--- src/hw/rtl/nddt_pkg.sv ---
// Package: types, character codes and automaton tables of the number/date-time lexer.
package nddt_pkg;

   localparam logic [5:0] DEAD_STATE  = 6'd0;
   localparam logic [5:0] START_STATE = 6'd1;
   localparam logic [5:0] NUM_STATES  = 6'd36;

   localparam logic [7:0] CHAR_ZERO  = 8'h30;
   localparam logic [7:0] CHAR_NINE  = 8'h39;
   localparam logic [7:0] CHAR_USC   = 8'h5F;
   localparam logic [7:0] CHAR_MINUS = 8'h2D;
   localparam logic [7:0] CHAR_PLUS  = 8'h2B;
   localparam logic [7:0] CHAR_DOT   = 8'h2E;
   localparam logic [7:0] CHAR_LOW_E = 8'h65;
   localparam logic [7:0] CHAR_UP_E  = 8'h45;
   localparam logic [7:0] CHAR_COLON = 8'h3A;
   localparam logic [7:0] CHAR_UP_T  = 8'h54;
   localparam logic [7:0] CHAR_UP_Z  = 8'h5A;

   typedef enum logic [3:0] {
      CLS_OTHER  = 4'd0,
      CLS_DIGIT  = 4'd1,
      CLS_USCORE = 4'd2,
      CLS_MINUS  = 4'd3,
      CLS_PLUS   = 4'd4,
      CLS_DOT    = 4'd5,
      CLS_EXP    = 4'd6,
      CLS_COLON  = 4'd7,
      CLS_TIME   = 4'd8,
      CLS_UTC    = 4'd9
   } char_class_type;

   typedef enum logic [1:0] {
      KIND_INVALID  = 2'd0,
      KIND_INTEGER  = 2'd1,
      KIND_FLOAT    = 2'd2,
      KIND_DATETIME = 2'd3
   } token_kind_type;

   typedef struct packed {
      logic [7:0] char_code;
      logic       end_of_text;
      logic       start_req;
   } req_item_type;

   typedef struct packed {
      logic       keep_char;
      logic       done_res;
      logic [1:0] token_kind;
      logic [7:0] token_length;
   } rsp_item_type;

   typedef struct packed {
      logic [5:0]     dfa_state;
      token_kind_type match_kind;
      logic [7:0]     match_length;
      logic [7:0]     consumed_count;
   } scan_state_type;

   function automatic char_class_type char_class(input logic [7:0] c);
      char_class_type cls;
      cls = CLS_OTHER;
      if (c >= CHAR_ZERO && c <= CHAR_NINE) begin
         cls = CLS_DIGIT;
      end else if (c == CHAR_USC) begin
         cls = CLS_USCORE;
      end else if (c == CHAR_MINUS) begin
         cls = CLS_MINUS;
      end else if (c == CHAR_PLUS) begin
         cls = CLS_PLUS;
      end else if (c == CHAR_DOT) begin
         cls = CLS_DOT;
      end else if (c == CHAR_LOW_E || c == CHAR_UP_E) begin
         cls = CLS_EXP;
      end else if (c == CHAR_COLON) begin
         cls = CLS_COLON;
      end else if (c == CHAR_UP_T) begin
         cls = CLS_TIME;
      end else if (c == CHAR_UP_Z) begin
         cls = CLS_UTC;
      end
      return cls;
   endfunction

   function automatic token_kind_type accept_kind(input logic [5:0] st);
      token_kind_type kind;
      unique case (st)
         6'd2, 6'd3, 6'd4, 6'd5, 6'd30:      kind = KIND_INTEGER;
         6'd32, 6'd35:                       kind = KIND_FLOAT;
         6'd11, 6'd17, 6'd20, 6'd22, 6'd28:  kind = KIND_DATETIME;
         default:                            kind = KIND_INVALID;
      endcase
      return kind;
   endfunction

   function automatic logic [5:0] dfa_next(input logic [5:0] st, input char_class_type cls);
      logic [5:0] nx;
      logic       sign;
      nx   = DEAD_STATE;
      sign = (cls == CLS_PLUS) || (cls == CLS_MINUS);
      unique case (st)
         6'd1: begin
            if (cls == CLS_DIGIT) nx = 6'd2;
            else if (sign)        nx = 6'd29;
         end
         6'd2, 6'd3, 6'd4, 6'd5, 6'd30: begin
            if (cls == CLS_DIGIT)       nx = (st == 6'd2 || st == 6'd3 || st == 6'd4) ?
                                             st + 6'd1 : st;
            else if (cls == CLS_USCORE) nx = 6'd29;
            else if (cls == CLS_DOT)    nx = 6'd31;
            else if (cls == CLS_EXP)    nx = 6'd33;
            else if (cls == CLS_MINUS && st == 6'd5) nx = 6'd6;
         end
         6'd6, 6'd7, 6'd9, 6'd10, 6'd12, 6'd13, 6'd15, 6'd16, 6'd18, 6'd19,
         6'd21, 6'd23, 6'd24, 6'd26, 6'd27, 6'd29, 6'd31: begin
            if (cls == CLS_DIGIT) nx = st + 6'd1;
         end
         6'd8: begin
            if (cls == CLS_MINUS) nx = 6'd9;
         end
         6'd14, 6'd25: begin
            if (cls == CLS_COLON) nx = st + 6'd1;
         end
         6'd11, 6'd17, 6'd20, 6'd22: begin
            if (cls == CLS_UTC)                      nx = 6'd28;
            else if (sign)                           nx = 6'd23;
            else if (cls == CLS_TIME && st == 6'd11)  nx = 6'd12;
            else if (cls == CLS_COLON && st == 6'd17) nx = 6'd18;
            else if (cls == CLS_DOT && st == 6'd20)   nx = 6'd21;
            else if (cls == CLS_DIGIT && st == 6'd22) nx = 6'd22;
         end
         6'd32: begin
            if (cls == CLS_DIGIT)       nx = 6'd32;
            else if (cls == CLS_USCORE) nx = 6'd31;
            else if (cls == CLS_EXP)    nx = 6'd33;
         end
         6'd33: begin
            if (sign)                  nx = 6'd34;
            else if (cls == CLS_DIGIT) nx = 6'd35;
         end
         6'd34: begin
            if (cls == CLS_DIGIT) nx = 6'd35;
         end
         6'd35: begin
            if (cls == CLS_DIGIT)       nx = 6'd35;
            else if (cls == CLS_USCORE) nx = 6'd34;
         end
         default: nx = DEAD_STATE;
      endcase
      return nx;
   endfunction

endpackage

--- src/hw/rtl/nddt_channels.sv ---
// Interfaces: request and response channels of the number/date-time lexer.
interface nddt_req_if;
   logic       valid;
   logic       ready;
   logic [7:0] char_code;
   logic       end_of_text;
   logic       start_req;

   modport source(output valid, output char_code, output end_of_text, output start_req,
                  input ready);
   modport sink(input valid, input char_code, input end_of_text, input start_req,
                output ready);
endinterface

interface nddt_rsp_if;
   logic       valid;
   logic       ready;
   logic       keep_char;
   logic       done_res;
   logic [1:0] token_kind;
   logic [7:0] token_length;

   modport source(output valid, output keep_char, output done_res, output token_kind,
                  output token_length, input ready);
   modport sink(input valid, input keep_char, input done_res, input token_kind,
                input token_length, output ready);
endinterface

--- src/hw/rtl/number_datetime_token_lexer.sv ---
// Top level: longest-match lexer for integer, float and date-time literals.
//
// Usage:
//   req_chan carries one text byte per item (char_code), an end-of-text flag
//   and start_req, which begins a new scan from the start state with this
//   item's byte as the first byte. rsp_chan returns exactly one item per
//   request: keep_char marks a consumed non-underscore byte; done_res marks
//   the item that ended the scan, with token_kind and token_length of the
//   longest match seen.
//   An accepted request's result is registered in the two-entry result queue
//   and shown on rsp_chan once earlier results are taken. Throughput: one item
//   per cycle while the queue has a free entry; the automaton transition and
//   match bookkeeping form one combinational step from the scan registers.
//   Receiver stalls fill the queue; req_chan.ready drops only while both entries wait.
//   Reset (synchronous): the automaton is dead, match and length clear and
//   the queue empties; items seen while dead and without start_req return
//   all-zero results. Lengths saturate at min(MAX_TOKEN_LEN, 255).
module number_datetime_token_lexer #(
   parameter int unsigned MAX_TOKEN_LEN = 255
) (
   input  logic       clock,
   input  logic       reset,
   nddt_req_if.sink   req_chan,
   nddt_rsp_if.source rsp_chan
);
   import nddt_pkg::*;

   localparam int unsigned LenCapInt = (MAX_TOKEN_LEN < 255) ? MAX_TOKEN_LEN : 255;
   localparam logic [7:0]  LenCap    = 8'(LenCapInt);

   scan_state_type state_ff, state_in;
   scan_state_type step_state;
   req_item_type   req_item;
   rsp_item_type   rsp_item;
   logic           queue_not_full;
   logic           accept;

   // Take a byte whenever the result queue has a free entry.
   assign req_chan.ready = queue_not_full;
   assign accept         = req_chan.valid && req_chan.ready;

   assign req_item = '{char_code: req_chan.char_code, end_of_text: req_chan.end_of_text,
                       start_req: req_chan.start_req};

   nddt_step #(
      .LEN_CAP(LenCap)
   ) u_step (
      .cur_state(state_ff),
      .req_item (req_item),
      .nxt_state(step_state),
      .rsp_item (rsp_item)
   );

   // Advance the scan only on an accepted item; otherwise hold.
   assign state_in = accept ? step_state : state_ff;

   always_ff @(posedge clock) begin
      if (reset) begin
         state_ff <= '{dfa_state: DEAD_STATE, match_kind: KIND_INVALID,
                       match_length: 8'd0, consumed_count: 8'd0};
      end else begin
         state_ff <= state_in;
      end
   end

   nddt_out_queue u_out_queue (
      .clock    (clock),
      .reset    (reset),
      .push     (accept),
      .push_item(rsp_item),
      .not_full (queue_not_full),
      .rsp_chan (rsp_chan)
   );

   a_state_range: assert property (@(posedge clock) disable iff (reset)
      state_ff.dfa_state < NUM_STATES) else $error("automaton left its state range");
   a_done_kills: assert property (@(posedge clock) disable iff (reset)
      (accept && rsp_item.done_res) |=> (state_ff.dfa_state == DEAD_STATE))
      else $error("scan still alive after reporting done");
   a_len_cap: assert property (@(posedge clock) disable iff (reset)
      (state_ff.consumed_count <= LenCap) && (state_ff.match_length <= LenCap))
      else $error("length counter passed its cap");
   a_keep_vs_done: assert property (@(posedge clock) disable iff (reset)
      accept |-> !(rsp_item.keep_char && rsp_item.done_res))
      else $error("byte kept on the item that ended the scan");

endmodule

--- src/hw/rtl/nddt_step.sv ---
// Combinational step: classify one byte, record the match, take one transition.
module nddt_step #(
   parameter logic [7:0] LEN_CAP = 8'd255
) (
   input  nddt_pkg::scan_state_type cur_state,
   input  nddt_pkg::req_item_type   req_item,
   output nddt_pkg::scan_state_type nxt_state,
   output nddt_pkg::rsp_item_type   rsp_item
);
   import nddt_pkg::*;

   scan_state_type eff_state;
   token_kind_type acc_kind;
   char_class_type cls;
   logic [5:0]     nxt_dfa;
   logic           active;
   logic           done;

   always_comb begin
      eff_state = cur_state;
      if (req_item.start_req) begin
         eff_state = '{dfa_state: START_STATE, match_kind: KIND_INVALID,
                       match_length: 8'd0, consumed_count: 8'd0};
      end
      active   = (eff_state.dfa_state != DEAD_STATE) && (eff_state.dfa_state < NUM_STATES);
      acc_kind = accept_kind(eff_state.dfa_state);
      cls      = req_item.end_of_text ? CLS_OTHER : char_class(req_item.char_code);
      nxt_dfa  = dfa_next(eff_state.dfa_state, cls);
      done     = (nxt_dfa == DEAD_STATE);

      nxt_state = eff_state;
      rsp_item  = '0;
      if (active) begin
         if (acc_kind != KIND_INVALID) begin
            nxt_state.match_kind   = acc_kind;
            nxt_state.match_length = eff_state.consumed_count;
         end
         nxt_state.dfa_state = nxt_dfa;
         if (!done) begin
            rsp_item.keep_char = (req_item.char_code != CHAR_USC);
            if (eff_state.consumed_count < LEN_CAP) begin
               nxt_state.consumed_count = eff_state.consumed_count + 8'd1;
            end
         end else begin
            rsp_item.done_res     = 1'b1;
            rsp_item.token_kind   = nxt_state.match_kind;
            rsp_item.token_length = nxt_state.match_length;
         end
      end
   end

endmodule

--- src/hw/rtl/nddt_out_queue.sv ---
// Two-entry result queue that decouples the step logic from a stalled receiver.
module nddt_out_queue (
   input  logic                   clock,
   input  logic                   reset,
   input  logic                   push,
   input  nddt_pkg::rsp_item_type push_item,
   output logic                   not_full,
   nddt_rsp_if.source             rsp_chan
);
   import nddt_pkg::*;

   rsp_item_type entry_ff [2];
   logic         wr_ptr_ff, wr_ptr_in;
   logic         rd_ptr_ff, rd_ptr_in;
   logic [1:0]   count_ff, count_in;
   logic         pop;
   rsp_item_type head;

   assign not_full = (count_ff != 2'd2);
   assign pop      = rsp_chan.valid && rsp_chan.ready;
   assign head     = entry_ff[rd_ptr_ff];

   assign rsp_chan.valid        = (count_ff != 2'd0);
   assign rsp_chan.keep_char    = head.keep_char;
   assign rsp_chan.done_res     = head.done_res;
   assign rsp_chan.token_kind   = head.token_kind;
   assign rsp_chan.token_length = head.token_length;

   always_comb begin
      wr_ptr_in = push ? ~wr_ptr_ff : wr_ptr_ff;
      rd_ptr_in = pop ? ~rd_ptr_ff : rd_ptr_ff;
      count_in  = count_ff + {1'b0, push} - {1'b0, pop};
   end

   always_ff @(posedge clock) begin
      if (reset) begin
         wr_ptr_ff <= 1'b0;
         rd_ptr_ff <= 1'b0;
         count_ff  <= 2'd0;
      end else begin
         wr_ptr_ff <= wr_ptr_in;
         rd_ptr_ff <= rd_ptr_in;
         count_ff  <= count_in;
      end
   end

   always_ff @(posedge clock) begin
      if (push) begin
         entry_ff[wr_ptr_ff] <= push_item;
      end
   end

   a_count_bound: assert property (@(posedge clock) disable iff (reset)
      count_ff != 2'd3) else $error("result queue count out of range");
   a_ptr_track: assert property (@(posedge clock) disable iff (reset)
      (count_ff == 2'd0 || count_ff == 2'd2) |-> (wr_ptr_ff == rd_ptr_ff))
      else $error("queue pointers disagree with count");
   a_full_hold: assert property (@(posedge clock) disable iff (reset)
      (count_ff == 2'd2 && !pop) |=> (count_ff == 2'd2))
      else $error("full queue lost an item without a pop");

endmodule
--- src/flat_wrapper.sv ---
// flat-port wrapper written by rule: the top's interface ports become plain ports
module number_datetime_token_lexer_flat import nddt_pkg::*;
#(
   parameter int unsigned MAX_TOKEN_LEN = 255
)
  (clock, reset, req_chan_valid, req_chan_char_code, req_chan_end_of_text, req_chan_start_req, req_chan_ready, rsp_chan_valid, rsp_chan_keep_char, rsp_chan_done_res, rsp_chan_token_kind, rsp_chan_token_length, rsp_chan_ready);
  nddt_req_if req_chan_i ();
  nddt_rsp_if rsp_chan_i ();
  input  logic clock;
  input  logic reset;
  input wire logic [$bits(req_chan_i.valid)-1:0] req_chan_valid;
  input wire logic [$bits(req_chan_i.char_code)-1:0] req_chan_char_code;
  input wire logic [$bits(req_chan_i.end_of_text)-1:0] req_chan_end_of_text;
  input wire logic [$bits(req_chan_i.start_req)-1:0] req_chan_start_req;
  output wire logic [$bits(req_chan_i.ready)-1:0] req_chan_ready;
  output wire logic [$bits(rsp_chan_i.valid)-1:0] rsp_chan_valid;
  output wire logic [$bits(rsp_chan_i.keep_char)-1:0] rsp_chan_keep_char;
  output wire logic [$bits(rsp_chan_i.done_res)-1:0] rsp_chan_done_res;
  output wire logic [$bits(rsp_chan_i.token_kind)-1:0] rsp_chan_token_kind;
  output wire logic [$bits(rsp_chan_i.token_length)-1:0] rsp_chan_token_length;
  input wire logic [$bits(rsp_chan_i.ready)-1:0] rsp_chan_ready;
  assign req_chan_i.valid = req_chan_valid;
  assign req_chan_i.char_code = req_chan_char_code;
  assign req_chan_i.end_of_text = req_chan_end_of_text;
  assign req_chan_i.start_req = req_chan_start_req;
  assign req_chan_ready = req_chan_i.ready;
  assign rsp_chan_valid = rsp_chan_i.valid;
  assign rsp_chan_keep_char = rsp_chan_i.keep_char;
  assign rsp_chan_done_res = rsp_chan_i.done_res;
  assign rsp_chan_token_kind = rsp_chan_i.token_kind;
  assign rsp_chan_token_length = rsp_chan_i.token_length;
  assign rsp_chan_i.ready = rsp_chan_ready;
  number_datetime_token_lexer #(.MAX_TOKEN_LEN(MAX_TOKEN_LEN)) u_core (.clock(clock), .reset(reset), .req_chan(req_chan_i), .rsp_chan(rsp_chan_i));
endmodule
--- config.mk ---
export PLATFORM = sky130hd
export DESIGN_NAME = number_datetime_token_lexer_flat
export DESIGN_NICKNAME = d
export VERILOG_FILES = /design/src/hw/rtl/nddt_pkg.sv /design/src/hw/rtl/nddt_channels.sv /design/src/hw/rtl/number_datetime_token_lexer.sv /design/src/hw/rtl/nddt_step.sv /design/src/hw/rtl/nddt_out_queue.sv /design/src/flat_wrapper.sv
export SDC_FILE = /design/constraint.sdc
export NUM_CORES = 1
export LEC_CHECK = 0
export BUFFER_PORTS_ARGS = -buffer_cell sky130_fd_sc_hd__buf_2
export CORE_MARGIN = 2
export CORE_UTILIZATION = 57
export CTS_CLUSTER_DIAMETER = 50
export DETAILED_ROUTE_END_ITERATION = 16
export PLACE_DENSITY = 0.73
export SLEW_MARGIN = 5
export SYNTH_ARGS = -nofsm -noshare
export SYNTH_HDL_FRONTEND = slang
export SYNTH_SLANG_ARGS = --single-unit
--- constraint.sdc ---
create_clock -name clock -period 6.17 [get_ports clock]
set_input_delay 0 -clock clock [delete_from_list [all_inputs] [get_ports clock]]
set_output_delay 0 -clock clock [all_outputs]
set_load 0.1 [all_outputs]
# [Word level (Yosys, flattened, before mapping)]
# Memory sizes are Yosys's and may differ from the RTL's. A register that Yosys moved wholly into a read port is not among the register bits.
# Cells that the tools add are included.
[word_totals] n_memories=1 ramBits=24 inputBits=14 register_bits=28
[classes] bitwise_logic=2 n_eq_ne=55 reduce_logical=23 mux=48 order_cmp=4 addsub=4
[mem_list] memory="u_core.u_out_queue.entry_ff" words=2 width=12 read_ports=1 rd_clocked_by_memory_dff=1 wr=1 line="nddt_out_queue.sv:12" rtl="rsp_item_type entry_ff [2];"
[op_table] cell="equality test 6 x 5 -> 1 bit (second input constant)" count=16
[op_table] cell="two-way mux 6 bit" count=14
[op_table] cell="one-hot mux 6 bit (10 select lines)" count=1
[op_table] cell="equality test 6 x 4 -> 1 bit (second input constant)" count=8
[op_table] cell="two-way mux 24 bit" count=2
[op_table] cell="two-way mux 4 bit" count=11
[op_table] cell="equality test 8 x 7 -> 1 bit (second input constant)" count=5
[op_table] cell="two-way mux 5 bit" count=8
[op_table] cell="equality test 8 x 6 -> 1 bit (second input constant)" count=4
[op_table] cell="equality test 6 x 3 -> 1 bit (second input constant)" count=4
[op_table] cell="equality test 6 bit (second input constant)" count=4
[op_table] cell="OR reduction 17 bit" count=1
[op_table] cell="equality test 4 x 3 -> 1 bit (second input constant)" count=4
[op_table] cell="two-way mux 8 bit" count=2
[op_table] cell="equality test 6 x 2 -> 1 bit (second input constant)" count=2
[op_table] cell="two-way mux 12 bit" count=1
[op_table] cell="two-way mux 11 bit" count=1
[op_table] cell="two-way mux 10 bit" count=1
[op_table] cell="OR reduction 5 bit" count=2
[op_table] cell="logical AND 1 bit" count=9
[op_table] cell="adder 8 x 1 -> 8 bit (second input constant)" count=1
[op_table] cell="equality test 4 x 2 -> 1 bit (second input constant)" count=2
[op_table] cell="equality test 4 bit (second input constant)" count=2
[op_table] cell=">= comparator 8 x 6 -> 1 bit (second input constant)" count=1
[op_table] cell="other kinds (20)" count=30

# [Logic depth before layout (Yosys ltp)]
[logic_depth] word_depth=23 mapped_depth=17 depth_no_buf=14

# [Modules after synthesis]
# From an unflattened synthesis, not the netlist that was laid out.
[hier_totals] cells_unflattened=474 hier_area_um2=4214.0
[by_module_without_submodules] mod="nddt_step" n_inst=1 area_each_um2=2075.7 cells_per_inst=305 seq_area_each_um2=0.0
[by_module_without_submodules] mod="nddt_out_queue" n_inst=1 area_each_um2=1103.6 cells_per_inst=60 seq_area_each_um2=820.8
[by_module_without_submodules] mod="number_datetime_token_lexer" n_inst=1 area_each_um2=1034.7 cells_per_inst=109 seq_area_each_um2=480.5

# [Worst setup path before layout]
# No wires, ideal clock.
[synth_timing] kind="input-to-reg" startpoint="in req_chan_start_req" endpoint="reg u_core.state_ff[2] (netlist name)" setup_time_ps=120 arrival_ps=3561 path_buffers=2 path_slack_ps=2489 cell_stages=13 path_cell_list="clkbuf_1 clkbuf_1 nor2_1 inv_1 ha_1 or4bb_1 a2111oi_0 and2_1 a221oi_2 and4b_4 a31o_2 o311a_1 o31a_1"
[synth_via] elab_chain_cells=13
[synth_rtl] item="from (decl)" line="flat_wrapper.sv:14" rtl="input wire logic [$bits(req_chan_i.start_req)-1:0] req_chan_start_req;"
[synth_rtl] item="two-way mux 24 bit *" line="nddt_step.sv:21" rtl="if (req_item.start_req) begin"
[synth_rtl] item="equality test 6 x 5 -> 1 bit" line="nddt_pkg.sv:101, nddt_pkg.sv:130"
[synth_rtl] item="logical AND 1 bit" line="nddt_pkg.sv:130" rtl="else if (cls == CLS_DIGIT && st == 6'd22) nx = 6'd22;"
[synth_rtl] item="two-way mux 5 bit" line="nddt_pkg.sv:130"
[synth_rtl] item="two-way mux 5 bit" line="nddt_pkg.sv:129" rtl="else if (cls == CLS_DOT && st == 6'd20) nx = 6'd21;"
[synth_rtl] item="two-way mux 5 bit" line="nddt_pkg.sv:128" rtl="else if (cls == CLS_COLON && st == 6'd17) nx = 6'd18;"
[synth_rtl] item="two-way mux 5 bit" line="nddt_pkg.sv:127" rtl="else if (cls == CLS_TIME && st == 6'd11) nx = 6'd12;"
[synth_rtl] item="two-way mux 5 bit" line="nddt_pkg.sv:126" rtl="else if (sign) nx = 6'd23;"
[synth_rtl] item="two-way mux 5 bit" line="nddt_pkg.sv:125" rtl="if (cls == CLS_UTC) nx = 6'd28;"
[synth_rtl] item="one-hot mux 6 bit (10 select lines)" line="nddt_pkg.sv:101" rtl="unique case (st)"
[synth_rtl] item="zero test 6 bit" line="nddt_step.sv:29" rtl="done = (nxt_dfa == DEAD_STATE);"
[synth_rtl] item="two-way mux 8 bit" line="nddt_step.sv:39" rtl="if (!done) begin"
[synth_rtl] item="two-way mux 24 bit *" line="nddt_step.sv:33" rtl="if (active) begin"
[synth_rtl] item="to (signal assigned)" line="number_datetime_token_lexer.sv:59" rtl="state_ff <= '{dfa_state: DEAD_STATE, match_kind: KIND_INVALID,"
[synth_rtl] item="to (signal assigned)" line="number_datetime_token_lexer.sv:62" rtl="state_ff <= state_in;"
[synth_rtl] item="to (decl)" line="number_datetime_token_lexer.sv:31" rtl="scan_state_type state_ff, state_in;"
# Every way passes the cells marked *; elsewhere a longest branch is shown, timed or not.
# A chain may end at the register's enable or synchronous reset.

# [Worst setup path in the final report]
[layout_timing] startpoint="in req_chan_start_req" endpoint="reg u_core.state_ff[6] (netlist name)"
# The elaborated chain is that of the path after synthesis.

==> impl_metrics.toml <==
[layout]
fillCellCount = 599
nets = 502
drive_above_1_share_pct = 16.8
antenna_cells = 0
area.growth.synth_to_final_pct = 5.72
fin_util_pct = 62.6

[power]
clock_power_share_pct = 18.4
p_sw_uw = 485
p_seq_share_pct = 40.1
swShare_pct = 45.6
p_per_area_mw_per_mm2 = 250
vdd_ir_drop_max_uv = 176
power_mw = 1.06
p_leak_nw = 1.54
p_comb_share_pct = 41.6
intPower_uw = 579

[run_status]
outcome = "complete, no violations"

[yosys]
syn_area_mm2 = 0.00402
synth-edff-count = 24
syn-num-nets = 494
synth_top_cell_area_share_pct = 17.9
ys_seq_area_share_pct = 32.3
synthTopCellsByCount = "nor2_1 (57), nand2_1 (34), dfxtp_1 (29), edfxtp_1 (24), nor3_1 (19)"
yosysTopAreaCell = "edfxtp_1"
synth.distinct_cells = 82
async_reset_ff_share_pct = 0
synth_ff_type = "dfxtp_1"
synth_area_leaders = "edfxtp_1 (18%), dfxtp_1 (14%), nor2_1 (5.3%)"
synth-seq-cells = 53
syn_area_per_cell_um2 = 8.50
yosys_warnings = 0
syn_inst = 473
yosysMostFrequentCell = "nor2_1"

[cts]
cts_resized = 0
cts_max_path_buffers = 2
cts_made_buffers = 5
htreeDepth = 2
tritoncts = "built"
clock_latency_ps = 310
root_buffer = "clkbuf_8"
hold_buffers = 0
numClockSinks = 53
clk_pin_slew_ps = 90
postCtsSetupBuffers = 0

[global_routing]
grtUsageTotal_pct = 28.3
grt_pass1_wl_mm = 17.1
antenna_found_initial = 0
grt-ovfl-total = 0
grt_pass1_vias = 3406
grt_max_degree = 33

[min_path]
timing.hold.worst.class = "input port to flop"

[setup_path]
cp_num_buf_inv = 2
path_max_fanout = 32
crit_path_top_delay_cell = "a2111oi_0"
criticalPathCategory = "input port to flop"
startpoint_type = "input port"
crit_arrival_ps = 4640
critPathTopFamily = "compound AO/OA/AOI/OAI gates"
crit_required_ps = 6390
path_cells = "buf_2 > inv_1 > nand2_1 > ha_1 > or4bb_1 > a2111oi_0 > nand2_1 > o21ai_0 > a211oi_1 > o211ai_1 > nor4_4 > a31oi_1 > a21oi_1 > o41ai_2"
slowest_delay_ps = 950
path_common_cell = "nand2_1"
worstSetupEndpointType = "flop"

[place]
hpwl_mm = 8.00
io_buffers = 27
gp_congestion = 0.956

[sta]
rsz0062_at_grt = "false"
finalSetupViolCount = 0
worstMarginPinSlew_ps = 1140
fin_skew_ps = 4.76
fmax_mhz = 226
tns_ps = 0
fin_crit_ps = 4420
fin_crit_sh_pct = 71.7
drv_slew = 0
hold_viol_final = 0
slew_headroom_pct = 23.6

[flow_run]
drv_cap = 0

[die]
ioPinCount = 28
die_area_mm2 = 0.00774
start_util_pct = 59.2
fp-row-count = 30
placeableCoreArea_mm2 = 0.00679
die_y_um = 88.0
die_w_um = 88.0

[detailed_routing]
ant_nets = 0
post_drt_wl_per_cell_um = 18.5
viasPerCell = 6.55
remaining_drc_errors = 0
vias = 3788
first_iter_violations = 334
wl_mm = 10.7
drt_first_pass_iters = 5
[area by class of cell]
class	instances	area (um^2)	share of cell area [%]
clock buffers	5	68.8	1.62
clock inverters	3	21.3	0.500
flip-flops and latches	53	1300	30.6
repair buffers	28	143	3.35
inverters	19	71.3	1.68
well taps	96	120	2.82
multi-input cells	374	2530	59.4
[cells by family after synthesis]
| kind of cell | after synthesis | share of synthesized area (%) |
|---|---|---|
| AO/OA/AOI/OAI | 122 | 23.3 |
| XOR/XNOR | 11 | 2.40 |
| adder cells (fa/ha/maj) | 7 | 2.18 |
| buffers and inverters | 46 | 4.82 |
| multiplexers | 21 | 5.60 |
| flip-flops | 53 | 32.3 |
| AND/OR/NAND/NOR | 213 | 29.4 |
[per-stage QoR]
stage                     setup slack [ps]  std cells  cell area, um^2  hold WS, ps
after floorplan                       2490        473             4020          208
after global placement                1650        570             4160          445
after detailed placement              1580        570             4160          448
after CTS                             1890        578             4250          130
after global routing                  1390        578             4250          151
final                                 1750        578             4250          136
[worst register-to-register path, stage by stage, from the launching register on]
cell and delay, ps:
dfxtp_1 370, nor2_1 130, inv_1 170, ha_1 380, or4bb_1 540, a2111oi_0 950
nand2_1 110, o21ai_0 110, a211oi_1 80, o211ai_1 220, nor4_4 100, a31oi_1 620
a21oi_1 160, o41ai_2 290
[final timing paths]
kind / end / start / slack (ps) / depth (start not counted)
setup / recovery: u_core.state_ff[6] / req_chan_start_req / 1750 / 14
hold / removal: flop / rsp_chan_ready / 140 / 4
setup reg to reg: u_core.state_ff[6] / u_core.state_ff[18] / 1860 / 13
hold reg to reg: u_core.state_ff[19] / u_core.state_ff[19] / 480 / 2
[per-layer routing]
layer / track usage (%) / share of wire [%]
met1: 42.7 / 47
met2: 40.6 / 42
met3: 6.69 / 9.6
met4: 6.85 / 1.4
met5: 0 / 0
[registers in the layout, indices dropped and copies added, names as in the netlist, named ones only]
name,count
u_core.u_out_queue.rd_ptr_ff,1
u_core.u_out_queue.entry_ff,24
u_core.state_ff,24
u_core.u_out_queue.wr_ptr_ff,1
u_core.u_out_queue.count_ff,2
[power groups by stage]
stage	clock [mW]	sequential [mW]	combinational, mW
floorplan	0	0.423	0.386
global placement	0	0.433	0.438
detailed placement	0	0.436	0.440
CTS	0.199	0.427	0.442
global route	0.212	0.431	0.465
finish	0.195	0.427	0.442
[cell usage in the layout (no fill, tap or decap), types with 6 or more instances in the layout]
cell       n
o211ai_1   6
nand2_1   34
a211oi_1   6
dfxtp_1   29
a22oi_1   11
xnor2_1    9
mux2_2    12
a211o_1    6
a31oi_1   11
ha_1       7
and3_1     8
nor2_1    57
edfxtp_1  24
nor2_2     8
nand2b_1   6
or2_2      6
o21ai_0   18
o21a_1     6
a21oi_1   13
buf_2     27
nor4_1     6
or3_1      6
nor2b_1    8
nand3_1   14
mux2i_1    9
nand4_1    6
nor3_1    19
inv_1     18
Power figures use the tool's default switching activity.
